**config.mk**
```make
export PLATFORM = sky130hd
export DESIGN_NAME = server_page_kind_classifier_core
export DESIGN_NICKNAME = d
export VERILOG_FILES = /design/src/sv/spkc_pkg.sv /design/src/sv/spkc_cell.sv /design/src/sv/server_page_kind_classifier_core.sv
export SDC_FILE = /design/constraint.sdc
export NUM_CORES = 1
export LEC_CHECK = 0
export BUFFER_PORTS_ARGS = -buffer_cell sky130_fd_sc_hd__buf_4
export CORE_MARGIN = 8
export CORE_UTILIZATION = 54
export DETAILED_ROUTE_END_ITERATION = 16
export PLACE_DENSITY = 0.74
export SETUP_SLACK_MARGIN = 0.2
export SYNTH_ARGS = -nofsm -noshare
export SYNTH_HDL_FRONTEND = slang
export SYNTH_SLANG_ARGS = --single-unit
```
**constraint.sdc**
```tcl
create_clock -name clock -period 1.45 [get_ports clock]
set_input_delay 0.0725 -clock clock [delete_from_list [all_inputs] [get_ports clock]]
set_output_delay 0.0725 -clock clock [all_outputs]
set_load 0.01 [all_outputs]
```
**src/sv/spkc_pkg.sv**
```systemverilog
// -----------------------------------------------------------------------------
// spkc_pkg: shared definitions for the server page kind classifier
// Holds the literal table, the group and kind codes, and the chain geometry.
// -----------------------------------------------------------------------------
package spkc_pkg;

   localparam int unsigned LIT_COUNT = 12;
   // The longest literal is 19 bytes, so the chain has one cell per byte position.
   localparam int unsigned CHAIN_LEN = 19;

   typedef logic [LIT_COUNT-1:0]   lit_vec_type;
   typedef logic [8*CHAIN_LEN-1:0] lit_text_type;

   typedef enum logic [1:0] {
      GRP_JSP    = 2'd0,
      GRP_ASPNET = 2'd1,
      GRP_ASP    = 2'd2
   } lit_group_type;

   typedef enum logic [1:0] {
      KIND_GENERIC = 2'd0,
      KIND_JSP     = 2'd1,
      KIND_ASPNET  = 2'd2,
      KIND_ASP     = 2'd3
   } page_kind_type;

   typedef struct packed {
      logic jsp;
      logic aspnet;
      logic asp;
   } group_hits_type;

   // Text is right-aligned: the last character sits in the low byte.
   localparam lit_text_type LIT_TEXT [LIT_COUNT] = '{
      "<jsp:",
      "<%@ taglib",
      "java.lang",
      "java.io",
      "Runtime.getRuntime",
      "runat=\"server\"",
      "<asp:",
      "<%@ Import",
      "System.Web",
      "<%@ Language",
      "Server.CreateObject",
      "<%@ LANGUAGE"
   };

   localparam int unsigned LIT_LEN [LIT_COUNT] = '{
      5, 10, 9, 7, 18, 14, 5, 10, 10, 12, 19, 12
   };

   localparam lit_group_type LIT_GROUP [LIT_COUNT] = '{
      GRP_JSP, GRP_JSP, GRP_JSP, GRP_JSP, GRP_JSP,
      GRP_ASPNET, GRP_ASPNET, GRP_ASPNET, GRP_ASPNET,
      GRP_ASP, GRP_ASP, GRP_ASP
   };

endpackage

```
**src/sv/spkc_cell.sv**
```systemverilog
// -----------------------------------------------------------------------------
// spkc_cell: one byte position of the literal match chain
// Holds, per literal, whether its prefix up to this position ended at the
// previous byte, and hands the updated bits to the next cell.
// -----------------------------------------------------------------------------
module spkc_cell #(
   parameter int unsigned Pos = 0
) (
   input  logic                 clock,
   input  logic                 reset,
   input  logic                 advance,
   input  logic                 clear,
   input  logic [7:0]           data_byte,
   input  spkc_pkg::lit_vec_type prev_state,
   output spkc_pkg::lit_vec_type match,
   output spkc_pkg::lit_vec_type state
);
   import spkc_pkg::*;

   lit_vec_type state_ff;
   lit_vec_type state_in;

   // Compare the byte against each literal's character at this position.
   for (genvar l = 0; l < LIT_COUNT; l++) begin : g_lit
      if (Pos < LIT_LEN[l]) begin : g_used
         assign match[l] = prev_state[l] &&
            (data_byte == LIT_TEXT[l][8*(LIT_LEN[l]-1-Pos) +: 8]);
      end else begin : g_unused
         assign match[l] = 1'b0;
      end
   end

   always_comb begin
      state_in = state_ff;
      if (clear) begin
         state_in = '0;
      end else if (advance) begin
         state_in = match;
      end
   end

   always_ff @(posedge clock) begin
      if (reset) begin
         state_ff <= '0;
      end else begin
         state_ff <= state_in;
      end
   end

   assign state = state_ff;

endmodule

```
**src/sv/server_page_kind_classifier_core.sv**
```systemverilog
// -----------------------------------------------------------------------------
// server_page_kind_classifier_core: classify a sniff window by server page kind
// Streams window bytes through a chain of match cells and reports JSP,
// ASP.NET, classic ASP or generic on the last byte of each window.
// -----------------------------------------------------------------------------
//
//  channel | direction | ports                                  | beat
//  --------+-----------+----------------------------------------+------------------
//  req     | in        | req_valid/ready, data_byte, window_end | one window byte
//  rsp     | out       | rsp_valid/ready, page_kind             | one kind per window
//
// One byte per cycle while rsp is not stalled: each byte is compared in every
// chain cell at once and the cells take the new prefix bits in the same edge,
// so the next byte may follow in the next cycle. A kind appears on rsp in the
// cycle after the window's last byte is accepted.
// Reset clears the chain, the group flags and the output register at once;
// no clearing pass is needed.
// While a kind waits on rsp, req stays ready as long as rsp_ready is high;
// any byte stalls while the waiting kind is not taken.
//
module server_page_kind_classifier_core (
   input  logic       clock,
   input  logic       reset,
   input  logic       req_valid,
   output logic       req_ready,
   input  logic [7:0] req_data_byte,
   input  logic       req_window_end,
   output logic       rsp_valid,
   input  logic       rsp_ready,
   output logic [1:0] rsp_page_kind
);
   import spkc_pkg::*;

   logic accept;
   logic window_close;

   lit_vec_type chain_prev  [CHAIN_LEN];
   lit_vec_type chain_match [CHAIN_LEN];
   lit_vec_type chain_state [CHAIN_LEN];
   lit_vec_type lit_hit;

   group_hits_type grp_hit;
   group_hits_type seen;
   group_hits_type flags_ff;
   group_hits_type flags_in;

   page_kind_type kind;
   page_kind_type rsp_kind_ff;
   page_kind_type rsp_kind_in;
   logic          rsp_valid_ff;
   logic          rsp_valid_in;

   // Take a byte whenever the output slot is free or being drained.
   assign req_ready    = !rsp_valid_ff || rsp_ready;
   assign accept       = req_valid && req_ready;
   assign window_close = accept && req_window_end;

   // Match chain: cell zero always sees an open prefix; the rest chain on.
   for (genvar p = 0; p < CHAIN_LEN; p++) begin : g_cell
      if (p == 0) begin : g_head
         assign chain_prev[p] = '1;
      end else begin : g_body
         assign chain_prev[p] = chain_state[p-1];
      end

      spkc_cell #(
         .Pos (p)
      ) u_cell (
         .clock      (clock),
         .reset      (reset),
         .advance    (accept),
         .clear      (window_close),
         .data_byte  (req_data_byte),
         .prev_state (chain_prev[p]),
         .match      (chain_match[p]),
         .state      (chain_state[p])
      );
   end

   // A literal ends at this byte when its last cell matches.
   for (genvar l = 0; l < LIT_COUNT; l++) begin : g_hit
      assign lit_hit[l] = chain_match[LIT_LEN[l]-1][l];
   end

   always_comb begin
      grp_hit = '0;
      for (int l = 0; l < LIT_COUNT; l++) begin
         unique case (LIT_GROUP[l])
            GRP_JSP:    grp_hit.jsp    = grp_hit.jsp    | lit_hit[l];
            GRP_ASPNET: grp_hit.aspnet = grp_hit.aspnet | lit_hit[l];
            GRP_ASP:    grp_hit.asp    = grp_hit.asp    | lit_hit[l];
            default:    grp_hit        = grp_hit;
         endcase
      end
   end

   // Hits on the last byte still count toward its window.
   assign seen = flags_ff | grp_hit;

   always_comb begin
      priority if (seen.jsp) begin
         kind = KIND_JSP;
      end else if (seen.aspnet) begin
         kind = KIND_ASPNET;
      end else if (seen.asp) begin
         kind = KIND_ASP;
      end else begin
         kind = KIND_GENERIC;
      end
   end

   always_comb begin
      flags_in     = flags_ff;
      rsp_valid_in = rsp_valid_ff;
      rsp_kind_in  = rsp_kind_ff;
      if (rsp_ready) begin
         rsp_valid_in = 1'b0;
      end
      if (accept) begin
         flags_in = seen;
      end
      // Drop the flags and load the verdict at the window's end.
      if (window_close) begin
         flags_in     = '0;
         rsp_valid_in = 1'b1;
         rsp_kind_in  = kind;
      end
   end

   always_ff @(posedge clock) begin
      if (reset) begin
         flags_ff     <= '0;
         rsp_valid_ff <= 1'b0;
         rsp_kind_ff  <= KIND_GENERIC;
      end else begin
         flags_ff     <= flags_in;
         rsp_valid_ff <= rsp_valid_in;
         rsp_kind_ff  <= rsp_kind_in;
      end
   end

   assign rsp_valid     = rsp_valid_ff;
   assign rsp_page_kind = rsp_kind_ff;

   // A closed window always yields a beat on the next cycle.
   a_close_gives_rsp : assert property (@(posedge clock) disable iff (reset)
      window_close |=> rsp_valid_ff)
      else $error("window end did not produce a result");

   // A byte that does not close a window never creates a result.
   a_no_spurious_rsp : assert property (@(posedge clock) disable iff (reset)
      (accept && !req_window_end && (!rsp_valid_ff || rsp_ready)) |=> !rsp_valid_ff)
      else $error("result appeared without a window end");

   // Flags and chain start clean after a window closes.
   a_flags_cleared : assert property (@(posedge clock) disable iff (reset)
      window_close |=> (flags_ff == '0) && (chain_state[0] == '0))
      else $error("window state not cleared");

   // A JSP hit anywhere in the window wins the verdict.
   a_jsp_priority : assert property (@(posedge clock) disable iff (reset)
      (window_close && seen.jsp) |=> (rsp_kind_ff == KIND_JSP))
      else $error("JSP priority violated");

endmodule

```
# Yosys cells after proc, flatten, opt, wreduce, memory -nomap -nowiden
# Cells that the tools add are included.
word_totals:
  register_bits: 135
  latch_bits: 0
  ramBits: 0
  mem_bits_ro: 0
  input_bits: 13
  output_inout_bits: 4
  word_cells: 201
  n_memories: 0
op_classes:
  n_addsub: 0
  mul: 0
  div: 0
  n_lt_le_gt_ge: 0
  eq_ne: 38
  shift: 0
  n_mux: 5
  bitwise: 10
  n_reduce_logical: 125
ops:
  columns: ["operator", "count"]
  rows:
  - ["$eq 8x7->1 const B", 31]
  - ["$logic_and 1x1->1", 121]
  - ["$eq 8x6->1 const B", 7]
  - ["$or 1x1->1", 9]
  - ["$mux 2", 3]
  - ["$or 3x3->3", 1]
  - ["$mux 1", 2]
  - ["$reduce_bool 2->1", 1]
  - ["$reduce_or 2->1", 1]
  - ["$logic_not 1->1", 1]
  - ["$logic_or 1x1->1", 1]

# Logic depth before layout (Yosys ltp)
# Gate-level depths: netlist (run 1).
logic_depth:
  ltp_word: 10
  depth_mapped: 8
  mapped_depth_nobuf: 5

# Cells and area by module
# From an unflattened synthesis (run 1), not the netlist that was laid out.
hier_totals:
  cells_unflattened: 976
  area_unflattened_um2: 8750.9
modules_own_cells:
  columns: ["module", "instances", "cells_per_inst", "area_each_um2", "seq_area_each_um2"]
  rows:
  - ["spkc_cell at g_cell[0].u_cell", 1, 55, 600.6, 240.2]
  - ["spkc_cell at g_cell[1].u_cell", 1, 54, 598.1, 240.2]
  - ["spkc_cell at g_cell[4].u_cell", 1, 61, 596.8, 240.2]
  - ["spkc_cell at g_cell[2].u_cell", 1, 59, 588.1, 240.2]
  - ["spkc_cell at g_cell[6].u_cell", 1, 59, 565.5, 200.2]
  - ["spkc_cell at g_cell[3].u_cell", 1, 60, 556.8, 240.2]
  - ["spkc_cell at g_cell[15].u_cell ...", 2, 35, 274.0, 40.0]
  - ["spkc_cell at g_cell[5].u_cell", 1, 68, 526.8, 200.2]
  - ["spkc_cell at g_cell[8].u_cell", 1, 48, 520.5, 180.2]
  - ["spkc_cell at g_cell[7].u_cell", 1, 65, 511.7, 180.2]
  - ["spkc_cell at g_cell[9].u_cell", 1, 51, 474.2, 160.2]
  - ["spkc_cell at g_cell[11].u_cell", 1, 50, 446.7, 100.1]
  - ["spkc_cell at g_cell[10].u_cell", 1, 52, 429.2, 100.1]
  - ["spkc_cell at g_cell[13].u_cell", 1, 42, 354.1, 60.1]
  - ["+5 rows", null, null, null, null]

# Least setup slack after synthesis (run 1)
# No wires, ideal clock.
synth_path:
  path_kind: "register to register"
  startpoint: "reg rsp_valid_ff, in the netlist rsp_valid"
  endpoint: "reg g_cell[0].u_cell.state_ff[10]"
  setup_time_ps: 128
  arrival_ps: 1448
  required_ps: 1322
  slack_ps: -126
  path_stages_with_launch: 9
  path_buffers: 4
  cell_sequence: "dfxtp_1 nand2b_1 buf_2 nand3_1 nand2b_1 buf_2 buf_2 buf_1 nor2_1"
synth_between:
  elab_chain_cells: 5
synth_lines:
  columns: ["item", "line", "rtl"]
  rows:
  - ["from (decl)", "server_page_kind_classifier_core.sv:50", "logic rsp_valid_ff;"]
  - ["from (signal assigned)", "server_page_kind_classifier_core.sv:137", "rsp_valid_ff <= rsp_valid_in;"]
  - ["$logic_not 1->1 *", "server_page_kind_classifier_core.sv:54", "assign req_ready = !rsp_valid_ff || rsp_ready;"]
  - ["$logic_or 1x1->1 *", "server_page_kind_classifier_core.sv:54", null]
  - ["net req_ready", "server_page_kind_classifier_core.sv:25", "output logic req_ready,"]
  - ["$logic_and 1x1->1 *", "server_page_kind_classifier_core.sv:55", "assign accept = req_valid && req_ready;"]
  - ["$logic_and 1x1->1", "server_page_kind_classifier_core.sv:56", "assign window_close = accept && req_window_end;"]
  - ["$reduce_or 2->1 (no line)", null, null]
  - ["to (signal assigned)", "spkc_cell.sv:46", "state_ff <= state_in;"]
  - ["to (decl)", "spkc_cell.sv:20", "lit_vec_type state_ff;"]
# Mark *: on every way through the listed nets, which the timed path passes. The rest lies on a longest branch.
# A chain may end at the register's enable or synchronous reset.

# Worst setup path in the final report (run 1)
layout_path:
  startpoint: "reg rsp_valid_ff, in the netlist rsp_valid"
  endpoint: "reg g_cell[4].u_cell.state_ff[5]"
layout_between:
  elab_chain_cells: 5
layout_lines:
  columns: ["item", "line"]
  rows:
  - ["$logic_not 1->1 *", "server_page_kind_classifier_core.sv:54"]
  - ["$logic_or 1x1->1 *", "server_page_kind_classifier_core.sv:54"]
  - ["$logic_and 1x1->1 *", "server_page_kind_classifier_core.sv:55"]
  - ["$logic_and 1x1->1", "server_page_kind_classifier_core.sv:56"]
  - ["$reduce_or 2->1 (no line)", null]
  - ["to (signal assigned)", "spkc_cell.sv:46"]
  - ["to (decl)", "spkc_cell.sv:20"]
# Every way passes the cells marked *; elsewhere a longest branch is shown, timed or not.

==> results.sh, run 1 <==
export IMPL_busiest_layer="met2"
export IMPL_ys_seq_area_share_pct=52.71
export IMPL_diodes=0
export IMPL_hold_class="in -> reg"
export IMPL_die_y_um=101.5
export IMPL_grt_usage_pct=21.46
export IMPL_maxCapViolations=0
export IMPL_hold_depth=3
export IMPL_synth_top_cell_by_area="dfxtp_1"
export IMPL_dieArea_mm2=0.01031
export IMPL_syn_area_mm2=0.003950
export IMPL_use_met3_pct=4.811
export IMPL_drc_errors=0
export IMPL_cts_made_buffers=9
export IMPL_clkPwrFrac_pct=34.5
export IMPL_p_comb_share_pct=9.8
export IMPL_overflow=0
export IMPL_synth_area_top_cells="dfxtp_1 (53%), a22oi_1 (12%), nor2_1 (8.3%)"
export IMPL_rsz0062_at_grt="true"
export IMPL_start_util_pct=55.05
export IMPL_drt_iter0_drc=284
export IMPL_synthToLayoutAreaGrowth_pct=31.04
export IMPL_holdWs_ns=0.04494
export IMPL_worst_r2r_cell_count=7
export IMPL_power_density_mw_per_mm2=992.2
export IMPL_io_pins=17
export IMPL_antenna_found_initial=0
export IMPL_status="finished, final reports clean"
export IMPL_synth_seq_cells=104
export IMPL_drt_pass1_iterations=6
export IMPL_die_x_um=101.5
export IMPL_synth_edff_count=0
export IMPL_rows=31
export IMPL_vias=3653
export IMPL_core_mm2=0.007176
export IMPL_syn_num_nets=449
export IMPL_setup_violations=0
export IMPL_postSynthAreaPerCell_um2=9.060
export IMPL_grtUsageMet2_pct=34.00
export IMPL_cts_sinks=104
export IMPL_vdd_drop_max_v=0.0006807
export IMPL_seqPwrFrac_pct=55.7
export IMPL_cp_data_required_time_ns=1.76
export IMPL_via_per_inst=6.202
export IMPL_hold_violations=0
export IMPL_grt_pass1_wl_mm=17.08
export IMPL_period_share_pct=95.86
export IMPL_synth_main_ff_cell="dfxtp_1"
export IMPL_synthTopCellsByCount="dfxtp_1 (104), nor2_1 (87), a22oi_1 (62)"
export IMPL_use_met1_pct=27.81
export IMPL_leakagePower_nw=1.809
export IMPL_grt_pass1_vias=3310
export IMPL_fillCellCount=504
export IMPL_critPathMaxFanout=10
export IMPL_grt_max_degree=45
export IMPL_wl_per_cell_um=19.71
export IMPL_worstSetupPathType="reg -> reg"
export IMPL_critPathCaptureType="register"
export IMPL_swShare_pct=27.13
export IMPL_fmax_mhz=719.5
export IMPL_utilization_pct=72.14
export IMPL_yosysWarnings=0
export IMPL_layout_min_cycle_time_ns=1.390
export IMPL_clock_latency_ns=0.37
export IMPL_synthArstFlopShare_pct=0
export IMPL_cp_arrival_ns=1.70
export IMPL_tightest_slew_ns=0.4815
export IMPL_synthCells=436
export IMPL_skew_ns=0.005807
export IMPL_p_int_mw=3.743
export IMPL_drive_gt1_share_pct=31.02
export IMPL_ys_types=39
export IMPL_path_clk_slew_ns=0.10
export IMPL_gp_congestion=0.9225
export IMPL_fin_nets=498
export IMPL_numPortBuffers=16
export IMPL_synth_most_common_cell="dfxtp_1"
export IMPL_switching_power_mw=1.393
export IMPL_cts_root_buf="clkbuf_8"
export IMPL_slew_violations=0
export IMPL_synth_top_cell_area_share_pct=52.71
export IMPL_hpwlAfterDp_mm=7.003
export IMPL_cts_tree="yes"
export IMPL_cp_start_kind="register"
export IMPL_h_tree_depth=3
export IMPL_drt_wl_total_mm=11.61
export IMPL_relSlewSlack_pct=67.45
export IMPL_antenna_left=0
export IMPL_cts_buffer_depth=2
[timing repair]
action / in CTS / in global routing
hold buffers: 2 / 0
setup buffers: 3 / 4
gates resized for setup: 28 / 36
gates cloned: 1 / 5
pin swaps: 7 / 16
endpoints found under the hold margin: 4 / 0
endpoints found under the setup margin: 104 / 103
[logic make-up after synthesis]
family,Yosys count,synth area share [%]
AOI/OAI and AO/OA,111,19.96
DFF,104,52.71
muxes,2,0.5385
buffers and inverters,37,4.118
and+or+nand+nor,182,22.68
[worst max-delay path, stage by stage (launching register included)]
cell and delay (ns):
dfxtp_2 0.37, nand2b_4 0.09, buf_4 0.16, nand3_4 0.09, nand2b_4 0.15, buf_12 0.18
clkbuf_16 0.17, a21oi_1 0.11
[per-layer routing]
metal | up-vias | part of all wire (%)
met5 | - | 0
met4 | 0 | 1.9
met3 | 28 | 7.6
met2 | 151 | 49
met1 | 1786 | 42
li1 | 1688 | -
[state kept, by name (all words and copies together), names as in the netlist]
| register | flops |
|---|---|
| g_cell.u_cell.state | 98 |
| flags_ff | 3 |
| rsp_page_kind | 2 |
| rsp_valid | 1 |
[power by group through the flow]
stage          combinational (mW)  clock (mW)  sequential [mW]
4_1_cts                     0.402        1.79             2.86
6_report                    0.501        1.77             2.86
3_5_place_dp                0.344           0             2.93
2_1_floorplan               0.224           0             2.93
3_3_place_gp                0.341           0             2.93
5_1_grt                     0.522        1.92             2.86
[path summary, 6_finish.rpt]
check,start,end,slack [ns]
max,rsp_valid$_SDFFE_PP0P_,g_cell[4].u_cell.state[5]$_SDFFE_PP0P_,0.06
min,req_valid,rsp_valid$_SDFFE_PP0P_,0.04
max reg2reg,rsp_valid$_SDFFE_PP0P_,g_cell[4].u_cell.state[5]$_SDFFE_PP0P_,0.06
min reg2reg,g_cell[4].u_cell.state[5]$_SDFFE_PP0P_,g_cell[4].u_cell.state[5]$_SDFFE_PP0P_,0.46
[placed cells by master, fill, tap and decap left out, types with 2 or more instances in the layout]
cell type	n
nor3_1	4
nand3_4	3
clkbuf_16	4
and2_4	2
nand2_1	23
inv_6	2
nor3_2	2
a31oi_1	2
buf_6	11
nor3_4	3
nand2b_1	3
nand2b_4	2
clkbuf_8	9
a21oi_1	17
and3_4	2
dlygate4sd3_1	2
nor4b_4	2
buf_12	3
o211a_1	2
o21a_1	2
dfxtp_2	4
nor4bb_1	2
nand3_1	19
nor2b_1	2
and2_1	2
nand4_1	8
nand4b_1	2
a22oi_2	19
inv_8	2
nor2_2	8
buf_4	52
nor3b_1	3
a22oi_1	43
nor2_1	78
nor4b_1	2
buf_16	2
dfxtp_1	100
a21oi_2	8
a32oi_1	14
[area by class of cell]
| cell class | instances | area, µm² | area share [%] |
|---|---|---|---|
| Clock buffer | 9 | 123.9 | 2.393 |
| Clock inverter | 7 | 72.57 | 1.402 |
| Inverter | 1 | 3.754 | 0.07252 |
| Multi-Input combinational cell | 295 | 2016 | 38.94 |
| Sequential cell | 104 | 2087 | 40.32 |
| Tap cell | 99 | 123.9 | 2.393 |
| Timing Repair Buffer | 74 | 749.5 | 14.48 |
[metrics by stage]
| stage | setup slack [ns] | TNS, ns | instance area [µm²] | std cells | power, mW |
|---|---|---|---|---|---|
| after floorplan | 0.09710 | 0 | 4153 | 436 | 3.151 |
| after CTS | 0.09537 | 0 | 4900 | 580 | 5.055 |
| after global placement | -0.1091 | -0.5122 | 4487 | 558 | 3.267 |
| final | 0.06007 | 0 | 5176 | 589 | 5.136 |
| after detailed placement | -0.1362 | -0.7577 | 4487 | 558 | 3.270 |
| after global routing | 0.02179 | 0 | 5176 | 589 | 5.301 |
Power figures use the tool's default switching activity.
==> run 2: changes to the inputs <==
CORE_ASPECT_RATIO = 2   (was not set)
==> run 2 against run 1 <==
Effect of this change:
- critical path depth fell by 1
- highest routed layer unchanged
- worst setup slack lost 0.18 ns
- routed wire length rose by 46%
- critical endpoint is now g_cell[5].u_cell.state[7]$_SDFFE_PP0P_
- clock-buffer cell count rose by 3
- clock skew grew 0.0052 ns
- utilization increased by 13 points
- via count rose by 18%
- fmax fell by 11%
- the flow now finishes with violations (negative setup slack)
- die area is 1.6% higher
==> results.sh, run 2 (synthesis results as in run 1) <==
export IMPL_layout_min_cycle_time_ns=1.570
export IMPL_wl_per_cell_um=28.27
export IMPL_die_y_um=137.0
export IMPL_skew_ns=0.01098
export IMPL_cts_root_buf="clkbuf_16"
export IMPL_largest_reg_flops=98
export IMPL_fin_cells=601
export IMPL_layout_common_cells="dfxtp_1 (102), nor2_1 (54), buf_4 (49), a22oi_2 (44)"
export IMPL_crit_buf_inv=1
export IMPL_cp_arrival_ns=1.85
export IMPL_rsz0062_at_grt="true"
export IMPL_hpwlAfterDp_mm=7.443
export IMPL_period_share_pct=108.3
export IMPL_dieArea_mm2=0.01047
export IMPL_cts_sinks=104
export IMPL_drt_pass1_iterations=5
export IMPL_placed_cells=554
export IMPL_drive_gt1_share_pct=47.94
export IMPL_crit_chain="nand2b_4 > buf_6 > nand3_4 > nor3_2 > a22oi_1 > nor2_1"
export IMPL_hold_end="flags_ff[2]$_SDFFE_PP0P_"
export IMPL_total_power_mw=6.120
export IMPL_drt_iter0_drc=513
export IMPL_grt_max_degree=58
export IMPL_worst_r2r_cell_count=6
export IMPL_antenna_found_initial=0
export IMPL_cts_made_buffers=9
export IMPL_worstSetupPathType="reg -> reg"
export IMPL_place_ws_ns=-0.09949
export IMPL_relSlewSlack_pct=62.33
export IMPL_setup_violations=41
export IMPL_r2r_setup_slack_ns=-0.12
export IMPL_cp_start_kind="register"
export IMPL_finalSetupTns_ns=-1.148
export IMPL_fin_nets=517
export IMPL_holdCritStartpoint="req_window_end"
export IMPL_utilization_pct=85.10
export IMPL_core_mm2=0.007157
export IMPL_critPathMaxFanout=5
export IMPL_rows=44
export IMPL_h_tree_depth=3
export IMPL_tightest_slew_ns=0.5572
export IMPL_fin_area_mm2=0.006091
export IMPL_max_stage_delay_ns=0.46
export IMPL_hold_class="in -> reg"
export IMPL_drc_errors=0
export IMPL_critPathTopFamily="simple AND/OR/NAND/NOR gates"
export IMPL_critPathCaptureType="register"
export IMPL_grt_pass1_wl_mm=18.24
export IMPL_io_pins=17
export IMPL_antenna_left=0
export IMPL_die_x_um=76.48
export IMPL_numPortBuffers=16
export IMPL_fillCellCount=316
export IMPL_vdd_drop_max_v=0.0009948
export IMPL_cts_tree="yes"
export IMPL_overflow=0
export IMPL_cpMaxStageDelayCell="nor3_2"
export IMPL_r2r_start="rsp_valid$_SDFFE_PP0P_"
export IMPL_leakagePower_nw=2.087
export IMPL_synthToLayoutAreaGrowth_pct=54.20
export IMPL_layout_commonest_cell="dfxtp_1"
export IMPL_grt_pass1_vias=3559
export IMPL_start_util_pct=55.19
export IMPL_cts_buffer_depth=2
export IMPL_vias=4293
export IMPL_grt_usage_pct=22.19
export IMPL_path_clk_slew_ns=0.07
export IMPL_drt_wl_total_mm=16.99
export IMPL_reg2reg_to="g_cell[5].u_cell.state[7]$_SDFFE_PP0P_"
export IMPL_failed_checks="negative setup slack"
export IMPL_maxCapViolations=0
export IMPL_setup_slack_ns=-0.1201
export IMPL_clock_latency_ns=0.36
export IMPL_gp_congestion=0.9859
export IMPL_hold_violations=0
export IMPL_cp_data_required_time_ns=1.73
export IMPL_status="finished with violations"
export IMPL_slew_violations=0
export IMPL_power_density_mw_per_mm2=1005
export IMPL_fmax_mhz=636.9
export IMPL_dpl_cell_area_mm2=0.004526
export IMPL_hold_depth=3
export IMPL_via_per_inst=7.143
export IMPL_holdWs_ns=0.07210
export IMPL_diodes=0
==> run 2: cell count changes in the layout (fill, tap and decap cells not counted), sizes merged <==
cell         change
bufinv           +1
clkinvlp         -1
clkbuf           +9
buf             +12
dlygate4sd3      -1
nand2b           +2
inv              -3
==> run 2: final cells by class <==
type | count | area [µm²] | area share [%]
clock buffers | 12 | 256.5 | 4.211
clock inverters | 4 | 51.30 | 0.8422
inverters | 1 | 3.754 | 0.06163
multi-input cells | 297 | 2516 | 41.31
flip-flops and latches | 104 | 2085 | 34.22
well taps | 92 | 115.1 | 1.890
repair buffers | 91 | 1064 | 17.46
==> run 2: worst max path at each step <==
stage	from	end	slack, ns	depth (start not counted)
floorplan	req_data_byte[5]	rsp_page_kind[0]$_SDFFE_PP0P_	0.1	7
global placement	rsp_valid$_SDFFE_PP0P_	g_cell[3].u_cell.state[5]$_SDFFE_PP0P_	-0.06	7
detailed placement	rsp_valid$_SDFFE_PP0P_	g_cell[5].u_cell.state[9]$_SDFFE_PP0P_	-0.1	7
CTS	rsp_valid$_SDFFE_PP0P_	g_cell[1].u_cell.state[6]$_SDFFE_PP0P_	0.03	8
global route	rsp_valid$_SDFFE_PP0P_	g_cell[5].u_cell.state[7]$_SDFFE_PP0P_	-0.15	6
finish	rsp_valid$_SDFFE_PP0P_	g_cell[5].u_cell.state[7]$_SDFFE_PP0P_	-0.12	6
==> run 2: report_power, final <==
part           total, mW  internal (mW)  switching (mW)
combinational      0.716          0.302           0.414
sequential          2.86           2.86         0.00338
clock               2.54           1.44            1.10
total               6.12           4.60            1.52
==> run 2: per-layer routing <==
layer  part of all wire [%]  GRT usage [%]
met1                     33          23.99
met2                     49          37.57
met3                    8.7          4.211
met4                    9.0          17.03
met5                      0              0
==> run 2: repair_timing <==
action / in CTS / in global routing
hold endpoints to repair: 2 / 0
endpoints found under the setup margin: 103 / 104
setup buffers: 5 / 8
gates resized for setup: 49 / 138
cloned: 2 / 15
pin swaps: 17 / 39
hold buffers: 1 / 0
==> run 2: worst min-delay path: cells and delay by family <==
family	cells	cell delay, ns
AO/OA/AOI/OAI	2	0.19
buffers and inverters	1	0.13
==> run 3: changes to the inputs <==
CELL_PAD_IN_SITES_DETAIL_PLACEMENT = 0   (was not set)
CELL_PAD_IN_SITES_GLOBAL_PLACEMENT = 1   (was not set)
CORE_UTILIZATION = 42   (was 54)
PLACE_DENSITY = not set   (was 0.74)
PLACE_DENSITY_LB_ADDON = 0.1   (was not set)
==> run 3 against run 2 <==
Effect of this change:
- the run now ends clean
- final cell count is 1.8% lower
- sequential power is essentially flat
- routed wire length decreased by 31%
- register-to-register slack improved by 0.24 ns
- first-iteration DRC count down 59%
- non-clock buffer count shrank 21
- clock skew shrank 0.0040 ns
- via count decreased by 20%
- critical path type unchanged
- highest routed layer unchanged
==> results.sh, run 3 (synthesis results as in run 1) <==
export IMPL_r2r_start="rsp_valid$_SDFFE_PP0P_"
export IMPL_die_y_um=153.2
export IMPL_antenna_found_initial=0
export IMPL_cts_tree="yes"
export IMPL_cts_made_buffers=9
export IMPL_core_mm2=0.009259
export IMPL_start_util_pct=42.66
export IMPL_gp_congestion=0.8280
export IMPL_switching_power_mw=1.358
export IMPL_numPortBuffers=16
export IMPL_r2r_setup_slack_ns=0.12
export IMPL_holdWs_ns=0.03852
export IMPL_worst_r2r_cell_count=6
export IMPL_hold_end="flags_ff[2]$_SDFFE_PP0P_"
export IMPL_clock_latency_ns=0.34
export IMPL_cts_buffer_depth=2
export IMPL_diodes=0
export IMPL_vias=3441
export IMPL_wl_per_cell_um=19.75
export IMPL_fmax_mhz=753.9
export IMPL_seqPwrFrac_pct=48.5
export IMPL_layout_commonest_cell="dfxtp_1"
export IMPL_layout_min_cycle_time_ns=1.326
export IMPL_busiest_layer="met2"
export IMPL_drt_wl_total_mm=11.65
export IMPL_die_x_um=84.58
export IMPL_power_density_mw_per_mm2=1156
export IMPL_rows=50
export IMPL_grt_pass1_wl_mm=18.03
export IMPL_maxCapViolations=0
export IMPL_use_met3_pct=2.900
export IMPL_antenna_left=0
export IMPL_cts_root_buf="clkbuf_16"
export IMPL_grt_usage_pct=17.90
export IMPL_cts_sinks=104
export IMPL_cp_start_kind="register"
export IMPL_p_int_mw=4.534
export IMPL_drt_pass1_iterations=4
export IMPL_synthToLayoutAreaGrowth_pct=29.05
export IMPL_setup_violations=0
export IMPL_rsz0062_at_grt="true"
export IMPL_drive_gt1_share_pct=25.72
export IMPL_use_met1_pct=19.73
export IMPL_drc_errors=0
export IMPL_hold_class="in -> reg"
export IMPL_dieArea_mm2=0.01295
export IMPL_grt_pass1_vias=3290
export IMPL_period_share_pct=91.48
export IMPL_cp_data_required_time_ns=1.74
export IMPL_utilization_pct=55.05
export IMPL_grt_max_degree=35
export IMPL_relSlewSlack_pct=66.06
export IMPL_leakagePower_nw=1.797
export IMPL_path_clk_slew_ns=0.07
export IMPL_slew_violations=0
export IMPL_grtUsageMet2_pct=31.47
export IMPL_setup_worst_path_start="rsp_valid$_SDFFE_PP0P_"
export IMPL_critPathCaptureType="register"
export IMPL_swShare_pct=23.05
export IMPL_hpwlAfterDp_mm=8.103
export IMPL_fin_nets=495
export IMPL_largest_reg_flops=98
export IMPL_skew_ns=0.006991
export IMPL_io_pins=17
export IMPL_holdCritStartpoint="req_window_end"
export IMPL_vdd_drop_max_v=0.001005
export IMPL_drt_iter0_drc=209
export IMPL_p_comb_share_pct=7.3
export IMPL_via_per_inst=5.832
export IMPL_overflow=0
export IMPL_clkPwrFrac_pct=44.1
export IMPL_reg2reg_to="g_cell[9].u_cell.state[5]$_SDFFE_PP0P_"
export IMPL_status="finished, final reports clean"
export IMPL_worstSetupPathType="reg -> reg"
export IMPL_cp_arrival_ns=1.61
export IMPL_layout_common_cells="dfxtp_1 (103), nor2_1 (86), buf_4 (56), a22oi_1 (49), a21oi_1 (24)"
export IMPL_h_tree_depth=3
export IMPL_critPathMaxFanout=7
export IMPL_tightest_slew_ns=0.5020
export IMPL_hold_depth=3
export IMPL_hold_violations=0
## run 3: metal layers
metal | vias to the layer above | wire length (µm)
met5 | - | 0
met2 | 72 | 6199
li1 | 1680 | -
met1 | 1671 | 4696
met4 | 0 | 381
met3 | 18 | 376
## run 3: through the flow
stage / instances / setup slack (ns) / TNS, ns / area, µm² / total power [mW]
3_3_place_gp: 567 / -0.05408 / -0.1520 / 4548 / 3.293
4_1_cts: 586 / 0.1296 / 0 / 4979 / 5.901
2_1_floorplan: 436 / 0.09710 / 0 / 4153 / 3.151
5_1_grt: 590 / 0.03969 / 0 / 5097 / 6.065
6_report: 590 / 0.1236 / 0 / 5097 / 5.893
3_5_place_dp: 567 / -0.08056 / -0.2990 / 4548 / 3.295
## run 3: worst max-delay path by stage
| stage | slack, ns | depth (start not counted) | to |
|---|---|---|---|
| after floorplan | 0.1 | 7 | rsp_page_kind[0]$_SDFFE_PP0P_ |
| after global placement | -0.05 | 6 | rsp_page_kind[0]$_SDFFE_PP0P_ |
| after detailed placement | -0.08 | 7 | g_cell[10].u_cell.state[5]$_SDFFE_PP0P_ |
| after CTS | 0.13 | 7 | g_cell[10].u_cell.state[5]$_SDFFE_PP0P_ |
| after global routing | 0.04 | 7 | g_cell[5].u_cell.state[1]$_SDFFE_PP0P_ |
| final | 0.12 | 6 | g_cell[9].u_cell.state[5]$_SDFFE_PP0P_ |
## run 3: final cells by class
type                    instances  area [µm²]
clock buffers                   9       225.2
clock inverters                 6       90.09
flip-flops and latches        104        2083
fillers                       870        4161
multi-input cells             296        1936
well taps                     104       130.1
inverters                       1       3.754
repair buffers                 70       629.4
## run 3: repair_timing
item | 4_1_cts | 5_1_grt
gates cloned | 0 | 3
setup buffers | 3 | 1
hold buffers | 1 | 0
pin swaps | 3 | 10
resized for setup | 20 | 17
hold endpoints to repair | 2 | 0
endpoints found under the setup margin | 103 | 99
## run 3: power by group through the flow
| stage | clock (mW) | combinational, mW | sequential (mW) |
|---|---|---|---|
| after floorplan | 0 | 0.224 | 2.93 |
| after global placement | 0 | 0.367 | 2.93 |
| after detailed placement | 0 | 0.368 | 2.93 |
| after CTS | 2.64 | 0.396 | 2.86 |
| after global routing | 2.75 | 0.461 | 2.86 |
| final | 2.60 | 0.433 | 2.86 |
## run 3: critical path: stages (launching register included)
cell and delay [ns]:
dfxtp_2 0.34, nand2b_4 0.11, and2_1 0.23, buf_6 0.15, and3_4 0.28, a22oi_2 0.07, nor2_1 0.08
